### src/hdl/voxel_sphere_paint_macros.svh
// Assertion macros shared by the voxel sphere paint modules.
`ifndef VOXEL_SPHERE_PAINT_MACROS_SVH
`define VOXEL_SPHERE_PAINT_MACROS_SVH

// Check that a condition implies another in the same cycle.
`define VSP_ASSERT_NOW(lbl, ante, cons, msg) \
    lbl: assert property (@(posedge i_clk) disable iff (!i_rst_n) (ante) |-> (cons)) \
        else $error(msg);

// Check that a condition implies another in the next cycle.
`define VSP_ASSERT_NEXT(lbl, ante, cons, msg) \
    lbl: assert property (@(posedge i_clk) disable iff (!i_rst_n) (ante) |=> (cons)) \
        else $error(msg);

`endif

### src/hdl/vsp_pkg.sv
// Shared constants, types and helper functions of the voxel sphere paint block.
`default_nettype none

package vsp_pkg;

    // Volume geometry and radius limit
    localparam int DIM_X      = 64;
    localparam int DIM_Y      = 64;
    localparam int DIM_Z      = 64;
    localparam int MAX_RADIUS = 15;

    localparam int VOXEL_COUNT = DIM_X * DIM_Y * DIM_Z;
    localparam int ADDR_W      = (VOXEL_COUNT > 1) ? $clog2(VOXEL_COUNT) : 1;

    // Field widths
    localparam int POS_W    = 6;
    localparam int LEVEL_W  = 16;
    localparam int SIZE_W   = 7;
    localparam int RADREG_W = 4;
    localparam int COUNT_W  = 15;
    localparam int ACT_W    = 2;
    localparam int CFG_IDX_W = 3;

    // Offset and distance widths
    localparam int RAD_W   = $clog2(MAX_RADIUS + 1);
    localparam int OFF_W   = RAD_W + 1;
    localparam int COORD_W = 8;
    localparam int SQ_W    = 2 * OFF_W;
    localparam int DIST_W  = SQ_W + 2;

    // Action codes
    localparam logic [ACT_W-1:0] ACT_LOAD  = 2'd0;
    localparam logic [ACT_W-1:0] ACT_READ  = 2'd1;
    localparam logic [ACT_W-1:0] ACT_PAINT = 2'd2;

    // Configuration register indexes
    localparam logic [CFG_IDX_W-1:0] CFG_SIZE_X     = 3'd0;
    localparam logic [CFG_IDX_W-1:0] CFG_SIZE_Y     = 3'd1;
    localparam logic [CFG_IDX_W-1:0] CFG_SIZE_Z     = 3'd2;
    localparam logic [CFG_IDX_W-1:0] CFG_RADIUS     = 3'd3;
    localparam logic [CFG_IDX_W-1:0] CFG_BACKGROUND = 3'd4;

    // Reset values of the configuration registers
    localparam logic [SIZE_W-1:0]          RST_SIZE       = 7'd64;
    localparam logic [RADREG_W-1:0]        RST_RADIUS     = 4'd5;
    localparam logic signed [LEVEL_W-1:0]  RST_BACKGROUND = -16'sd1024;

    // Commands from the controller to the datapath
    typedef struct packed {
        logic start;
        logic load_wr;
        logic paint_step;
        logic out_load;
    } t_dp_cmd;

    // Status from the datapath to the controller
    typedef struct packed {
        logic walk_last;
    } t_dp_status;

    // Extent register capped at the volume dimension
    function automatic logic [SIZE_W-1:0] extent_of(input logic [SIZE_W-1:0] size,
                                                    input int dim);
        if (int'(size) > dim) begin
            return SIZE_W'(dim);
        end
        return size;
    endfunction

    // Radius register capped at the radius limit
    function automatic logic [RAD_W-1:0] eff_radius(input logic [RADREG_W-1:0] radius);
        if (int'(radius) > MAX_RADIUS) begin
            return RAD_W'(MAX_RADIUS);
        end
        return RAD_W'(radius);
    endfunction

    // Coordinate lies in 0 .. ext-1
    function automatic logic coord_inside(input logic signed [COORD_W-1:0] c,
                                          input logic [SIZE_W-1:0] ext);
        return !c[COORD_W-1] && (c[COORD_W-2:0] < ext);
    endfunction

    // Linear address of an in-volume voxel, x fastest
    function automatic logic [ADDR_W-1:0] addr_of(input logic [COORD_W-2:0] x,
                                                  input logic [COORD_W-2:0] y,
                                                  input logic [COORD_W-2:0] z);
        return ADDR_W'(x) + ADDR_W'(DIM_X) * (ADDR_W'(y) + ADDR_W'(DIM_Y) * ADDR_W'(z));
    endfunction

endpackage

`default_nettype wire

### src/hdl/vsp_ctrl.sv
// Controller state machine: sequences load, read and paint items.
`default_nettype none
`include "voxel_sphere_paint_macros.svh"

module vsp_ctrl (
    input  wire logic                      i_clk,
    input  wire logic                      i_rst_n,
    input  wire logic                      i_in_valid,
    input  wire logic [vsp_pkg::ACT_W-1:0] i_action,
    output logic                           o_in_ready,
    input  wire logic                      i_out_ready,
    output logic                           o_out_valid,
    input  wire vsp_pkg::t_dp_status       i_status,
    output vsp_pkg::t_dp_cmd               o_cmd
);

    typedef enum logic [2:0] {
        S_IDLE,
        S_LOAD,
        S_READ,
        S_PAINT,
        S_DRAIN,
        S_FINISH
    } t_state;

    t_state r_state;
    t_state n_state;
    logic   r_out_valid;
    logic   n_out_valid;

    assign o_in_ready  = (r_state == S_IDLE);
    assign o_out_valid = r_out_valid;

    // Decode commands from the state
    always_comb begin
        o_cmd            = '0;
        o_cmd.start      = o_in_ready && i_in_valid;
        o_cmd.load_wr    = (r_state == S_LOAD);
        o_cmd.paint_step = (r_state == S_PAINT);
        o_cmd.out_load   = (r_state == S_FINISH) && (!r_out_valid || i_out_ready);
    end

    // Next state and output valid
    always_comb begin
        n_state     = r_state;
        n_out_valid = r_out_valid;
        if (i_out_ready) begin
            n_out_valid = 1'b0;
        end
        if (o_cmd.out_load) begin
            n_out_valid = 1'b1;
        end
        case (r_state)
            S_IDLE: begin
                if (o_cmd.start) begin
                    case (i_action)
                        vsp_pkg::ACT_LOAD:  n_state = S_LOAD;
                        vsp_pkg::ACT_READ:  n_state = S_READ;
                        vsp_pkg::ACT_PAINT: n_state = S_PAINT;
                        default:            n_state = S_FINISH;
                    endcase
                end
            end
            S_LOAD:  n_state = S_FINISH;
            S_READ:  n_state = S_FINISH;
            S_PAINT: begin
                if (i_status.walk_last) begin
                    n_state = S_DRAIN;
                end
            end
            S_DRAIN: n_state = S_FINISH;
            S_FINISH: begin
                if (o_cmd.out_load) begin
                    n_state = S_IDLE;
                end
            end
            default: n_state = S_IDLE;
        endcase
    end

    // Hold state and the output valid flag
    always_ff @(posedge i_clk) begin
        if (!i_rst_n) begin
            r_state     <= S_IDLE;
            r_out_valid <= 1'b0;
        end else begin
            r_state     <= n_state;
            r_out_valid <= n_out_valid;
        end
    end

    `VSP_ASSERT_NEXT(a_walk_end, (r_state == S_PAINT) && i_status.walk_last, r_state == S_DRAIN, "paint walk did not end in drain")
    `VSP_ASSERT_NOW(a_no_overwrite, o_cmd.out_load, !r_out_valid || i_out_ready, "result register overwritten before transfer")
    `VSP_ASSERT_NEXT(a_paint_start, o_cmd.start && (i_action == vsp_pkg::ACT_PAINT), r_state == S_PAINT, "paint item did not enter the walk")

endmodule

`default_nettype wire

### config.mk
export PLATFORM = sky130hd
export DESIGN_NAME = vsp_ctrl
export DESIGN_NICKNAME = d
export VERILOG_FILES = /design/src/hdl/vsp_pkg.sv /design/src/hdl/vsp_ctrl.sv
export VERILOG_INCLUDE_DIRS = /design/src /design/src/hdl
export SDC_FILE = /design/constraint.sdc
export NUM_CORES = 1
export LEC_CHECK = 0
export BUFFER_PORTS_ARGS = -buffer_cell sky130_fd_sc_hd__buf_4
export CAP_MARGIN = 40
export CORE_AREA = 2 2 39 41
export DETAILED_ROUTE_END_ITERATION = 7
export DIE_AREA = 0 0 41 43
export SKIP_CTS_REPAIR_TIMING = 1
export SLEW_MARGIN = 25
export SYNTH_ARGS = -nofsm -noshare
export SYNTH_HDL_FRONTEND = slang
export SYNTH_SLANG_ARGS = --single-unit
### constraint.sdc
create_clock -name i_clk -period 1.7 [get_ports i_clk]
set_clock_uncertainty 0.05 [all_clocks]
set_input_delay 0.255 -clock i_clk [delete_from_list [all_inputs] [get_ports i_clk]]
set_output_delay 0.255 -clock i_clk [all_outputs]
set_load 0.05 [all_outputs]
==> qor.csv, run 1 <==
metric;value;unit
fin_nets;55;
grt_overflow;0;
rsz0062_at_grt;no;
yosysSeqAreaShare;0.314;
finalHoldViolations;0;
drtIter0Drc;2;
cp.arrival;1340;ps
r2r_end;r_state[2];
place.gp.congestion;0.704;
tritoncts;yes;
drv_cap;0;
power.density;1590;nW/µm²
clock_sinks;4;
min_to;r_state[2];
syn_area_per_cell;8.80;µm²
start_util;0.184;
crit_path_cell_trace;or3_4 > inv_4 > and2_2 > buf_8;
crit_required;1390;ps
wl;586;µm
r2r_setup_slack;410;ps
vias;261;
antenna_found_initial;0;
worst-path-max-fanout;4;
yosys-top-cells-area;dfxtp_1 31%, ha_1 9.8%, nand2b_1 4.9%;
ant_nets;0;
critPathMaxStageDelay;410;ps
syn_nets;38;
worst_pin_slew;265;ps
slew_violations;0;
clk_path_buf_depth;2;
synth_top_cell_area_share;0.314;
worstHoldStart;i_rst_n;
die_w;41;µm
fin_crit_sh;0.967;
fillerInstances;143;
antenna_cells;0;
dieArea;1760;µm²
synth_cells;29;
vdd_drop_max;0.000570;V
ys_ff_latch;4;
grt_start_max_net_pins;8;
hold_path_class;input port to flop;
cp-end-kind;output pin;
avgRoutedWirePerCell;9.77;µm
ys_warn_count;0;
syn-cell-area;255;µm²
grt_pass1_wl;979;µm
cp_slowest_cell;or3_4;
die_height;43;µm
htreeDepth;1;
min_path_cells;2;
area_growth;60.3;%
clk-insertion-delay-late;230;ps
drive_above_1_share;0.523;
numCtsBuffers;3;
firstDrtPassIters;2;
groute.usage.overall;0.0844;
slew_headroom;0.821;
status;finished clean;
crit_type;flop to output pin;
fin_crit;1640;ps
p_leak;0.000185;µW
ys_types;24;
ff2ff_path_depth;3;
hpwl;441;µm
port-buffer-count;12;
crit_start;r_state[1];
cp.buffers_inverters;2;
dpl_cell_area;364;µm²
timing.hold.ws;227;ps
yosysTopAreaCell;dfxtp_1;
clk_pin_slew_worst_paths;30;ps
setup_viol;0;
critPathLaunchType;flop;
num_io_pins;13;
grt_pass1_vias;241;
fmax;609;MHz
stdcell_area;409;µm²
fp.coreArea;1380;µm²
cts_root_buffer;clkbuf_4;
path_delay_family;simple AND/OR/NAND/NOR gates;
rows;14;
reg2reg_from;r_state[1];
vias_per_cell;4.35;
drc;0;
flip-flops by register name (all words and copies together), names as in the netlist:
signal       count
r_state          3
o_out_valid      1
per-stage QoR:
step	util	total power, µW	TNS, ps	cells	worst slack [ps]
finish	0.296	650	0	60	56.9
global route	0.296	699	0	60	4.55
CTS	0.279	626	-34.1	59	-34.1
detailed placement	0.263	500	0	56	224
global placement	0.263	502	0	56	228
floorplan	-	413	0	29	79.3
final cells by class:
cell class / count / area [µm²] / area share
multi-input cells: 22 / 166 / 0.407
flip-flops and latches: 4 / 85.1 / 0.208
clock buffers: 3 / 22.5 / 0.0550
inverters: 2 / 10.0 / 0.0245
well taps: 16 / 20.0 / 0.0489
repair buffers: 13 / 105 / 0.257
synth_stat cells:
library cell / number
nor3b_1: 1
o32a_1: 1
o22ai_1: 1
a21boi_0: 1
a31oi_1: 1
and2_1: 1
a221o_1: 1
o21a_1: 1
nor2_1: 1
nor2b_1: 1
inv_2: 1
nand2_1: 1
inv_1: 1
o21ai_0: 1
dfxtp_1: 4
and3_1: 1
or2_2: 1
nor4_1: 1
nand2b_1: 2
or3_4: 1
buf_4: 1
a21oi_1: 1
ha_1: 2
nand3b_1: 1
worst max-delay path by stage:
| stage | depth (start not counted) | slack (ps) | to |
|---|---|---|---|
| 3_5_place_dp | 4 | 220 | o_cmd[3] |
| 5_1_grt | 4 | 5 | o_cmd[3] |
| 4_1_cts | 4 | -30 | o_cmd[3] |
| 6_report | 4 | 60 | o_cmd[3] |
| 2_1_floorplan | 3 | 80 | o_cmd[3] |
| 3_3_place_gp | 4 | 230 | o_cmd[3] |
where the power goes:
group	total, µW	internal, µW	switching, µW
Sequential	161	125	36.3
Clock	116	78.9	37.3
Combinational	373	151	222
metal layers:
metal,track usage,routed length [µm]
met5,0,0
met3,0.0157,35
met1,0.100,243
met2,0.119,307
met4,0.0800,0
logic make-up (layout without fill, tap and decap cells):
group | count (synthesis) | in the layout | synth area share
AND/OR/NAND/NOR | 12 | 12 | 0.304
flip-flops | 4 | 4 | 0.314
adder cells (fa/ha/maj) | 2 | 2 | 0.0980
AO/OA/AOI/OAI | 8 | 8 | 0.226
buffers and inverters | 3 | 18 | 0.0588
cells in the final DEF (no fill, tap or decap), drive strengths merged:
| master | count |
|---|---|
| o21a | 1 |
| a221o | 1 |
| nand2 | 1 |
| ha | 2 |
| nor4 | 1 |
| a21boi | 1 |
| o21ai | 1 |
| and2 | 1 |
| a31oi | 1 |
| clkbuf | 3 |
| nand2b | 2 |
| or3 | 1 |
| nor2b | 1 |
| and3 | 1 |
| or2 | 1 |
| dfxtp | 4 |
| nor2 | 1 |
| inv | 2 |
| nor3b | 1 |
| o22ai | 1 |
| nand3b | 1 |
| o32a | 1 |
| buf | 13 |
| a21oi | 1 |
No activity file was read; power rests on OpenSTA's default activity.
==> run 2, diff against run 1 <==
--- a/config.mk
+++ b/config.mk
@@ -6,6 +6,7 @@
 export SDC_FILE = /design/constraint.sdc
 export NUM_CORES = 1
 export LEC_CHECK = 0
+export ABC_AREA = 1
 export BUFFER_PORTS_ARGS = -buffer_cell sky130_fd_sc_hd__buf_4
 export CAP_MARGIN = 40
 export CORE_AREA = 2 2 39 41
==> run 2 against run 1 <==
Design area is 4.0% higher. Combinational power is 30% higher. Synthesized area is 18% higher. Synthesized cell count is 72% higher. Critical path depth is 1 lower. First-iteration DRC count is 100% lower. Worst setup slack better by 200 ps. Highest routed layer unchanged.
==> qor.csv, run 2 <==
metric;value;unit;change
status;finished clean;;
finalPower;766;µW;+18%
power.internal;358;µW;+1.0%
fin_nets;75;;+36%
syn_nets;59;;+55%
grt_start_max_net_pins;7;;-1
rsz0062_at_grt;no;;
drive_above_1_share;0.281;;-0.241
use_met3;0.0628;;+0.0471
crit_type;flop to output pin;;
syn-cell-area;300;µm²;+18%
fp.coreArea;1380;µm²;unchanged
area_growth;41.7;%;
slew_headroom;0.868;;+0.0469
ff2ff_path_depth;5;;+2
rows;14;;unchanged
combPwrFrac;0.635;;+0.062
synth.mux.area_fraction;0;;unchanged
critPathMaxStageDelay;410;ps;about the same
top_usage_layer;met2;;
endpoint;o_cmd[0];;
fmax;691;MHz;+14%
clk_path_buf_depth;2;;unchanged
syn_area_per_cell;6.01;µm²;-32%
cp_slowest_cell;dfxtp_1;;
hold_path_class;input port to flop;;
critPathLaunchType;flop;;
grt_pass1_wl;1050;µm;+7.0%
firstDrtPassIters;1;;-1
p_leak;0.000236;µW;+27%
use_met2;0.138;;+0.0188
htreeDepth;1;;unchanged
ys_warn_count;0;;unchanged
synth_compound_area_frac;0.108;;-0.117
worst_pin_slew;197;ps;-67.8 ps
seqPwrFrac;0.209;;-0.039
p_switching;408;µW;+38%
synth_xor_area_frac;0;;unchanged
synth_common_cells;10 x inv_1, 9 x nor2_1, 8 x nand2_1;;
grt_pass1_vias;301;;+25%
synthFlopType;dfxtp_1;;
ys_types;15;;-38%
crit_path_cell_trace;nand3_1 > nor2_1 > buf_4;;
final_cell_mix;12 x buf_4, 10 x inv_1, 9 x nor2_1;;
cp.depth;3;;-1
ant_nets;0;;unchanged
cts_root_buffer;clkbuf_4;;
cp-end-kind;output pin;;
cp.arrival;1140;ps;-200 ps
worst-path-max-fanout;6;;+2
power.density;1800;nW/µm²;+13%
numCtsBuffers;3;;unchanged
synth.most_common_cell;inv_1;;
avgRoutedWirePerCell;7.75;µm;-21%
yosysTopAreaCell;dfxtp_1;;
start_util;0.217;;+0.0325
ys_ff_latch;4;;unchanged
top_register;r_state;;
clk-insertion-delay-late;240;ps;about the same
switching_share;0.533;;+0.0779
grt_overflow;0;;unchanged
synth_top_cell_area_share;0.267;;-0.0471
antenna_found_initial;0;;unchanged
drc;0;;unchanged
cp.buffers_inverters;1;;-1
regArea;80.1;µm²;-5.9%
vias;330;;+26%
die_w;41;µm;unchanged
slew_violations;0;;unchanged
wl;620;µm;+5.8%
drv_cap;0;;unchanged
crit_required;1390;ps;about the same
synth_edf_count;0;;unchanged
synth_adder_area_share;0.0833;;-0.0147
setup_viol;0;;unchanged
min_path_cells;3;;+1
dieArea;1760;µm²;unchanged
largest_register_ffs;3;;unchanged
port-buffer-count;12;;unchanged
clkPwrFrac;0.156;;-0.023
antenna_cells;0;;unchanged
fin_crit;1450;ps;-197 ps
yosys-top-cells-area;dfxtp_1 27%, inv_1 13%, nor2_1 11%;;
clk_pin_slew_worst_paths;40;ps;about the same
tritoncts;yes;;
drtIter0Drc;0;;-2
yosysSeqAreaShare;0.267;;-0.0471
vdd_drop_max;0.000604;V;+5.9%
async_flop_share;0;;unchanged
mostFrequentLayoutCell;buf_4;;
synthSimpleGateAreaFrac;0.379;;+0.0752
path_delay_family;flip-flops;;
synth_cells;50;;+72%
clock_sinks;4;;unchanged
fin_crit_sh;0.851;;-0.116
num_io_pins;13;;unchanged
synth_top_family_by_area;simple AND/OR/NAND/NOR gates;;
finalHoldViolations;0;;unchanged
fillerInstances;161;;+13%
r2r_end;r_state[1];;
place.gp.congestion;0.729;;+3.5%
hpwl;541;µm;+22%
tns;0;ps;unchanged
groute.usage.overall;0.0914;;+0.00694
reg2reg_from;r_state[0];;
multi_input_area;171;µm²;+3.0%
crit_start;r_state[0];;
die_height;43;µm;unchanged
grtUsageMet1;0.0932;;-0.00675
r2r_setup_slack;570;ps;+160 ps
vias_per_cell;4.13;;-5.2%
run 2: changes by cell type after synthesis, moves of 2 or more:
cell / previous run / this run
inv_1: 1 / 10
nor2_1: 1 / 9
nand2_1: 1 / 8
nand3_1: 0 / 5
a21oi_1: 1 / 3
nand2b_1: 2 / 0
nor2_2: 0 / 2
run 2: worst min-delay path by stage:
stage            start  slack, ps    endpoint
6_report       i_rst_n        240  r_state[1]
5_1_grt        i_rst_n        270  r_state[1]
4_1_cts        i_rst_n        240  r_state[1]
3_5_place_dp   i_rst_n        500  r_state[1]
3_3_place_gp   i_rst_n        480  r_state[1]
2_1_floorplan  i_rst_n        370  r_state[1]
run 2: logic make-up (layout without fill, tap and decap cells):
logic type / after synthesis / in the layout
DFF: 4 / 4
and+or+nand+nor: 26 / 26
AOI/OAI and AO/OA: 6 / 6
adders and majority gates: 2 / 2
buffers and inverters: 12 / 26
run 2: power groups by stage:
| stage | Clock [µW] | Combinational, µW | Sequential [µW] |
|---|---|---|---|
| 6_report | 120 | 486 | 160 |
| 5_1_grt | 132 | 542 | 164 |
| 4_1_cts | 125 | 492 | 160 |
| 3_5_place_dp | 0 | 492 | 162 |
| 3_3_place_gp | 0 | 490 | 160 |
| 2_1_floorplan | 0 | 366 | 165 |
run 2: final cells by class:
class / count / area share
clock buffer: 3 / 0.0529
multi-input combinational: 34 / 0.403
sequential: 4 / 0.188
tap: 16 / 0.0471
inverter: 11 / 0.0971
timing repair buffer: 12 / 0.212
run 2: worst min-delay path: stages:
cell	delay, ps
buf_4	80
inv_1	60
nor2_1	100
run 2: per-stage QoR:
stage	std cells	util	hold slack (ps)	cell area [µm²]	setup WS, ps
final	80	0.307	243	425	253
after global routing	80	0.307	266	425	170
after CTS	80	0.307	244	425	236
after detailed placement	77	0.291	496	403	494
after global placement	77	0.291	480	403	510
after floorplan	50	-	367	300	211
run 2: routing by layer:
metal / part of all wire / wire length [µm] / up-vias
li1: - / - / 184
met1: 0.38 / 235 / 141
met2: 0.58 / 357 / 5
met3: 0.042 / 26 / 0
met4: 0 / 0 / 0
met5: 0 / 0 / -
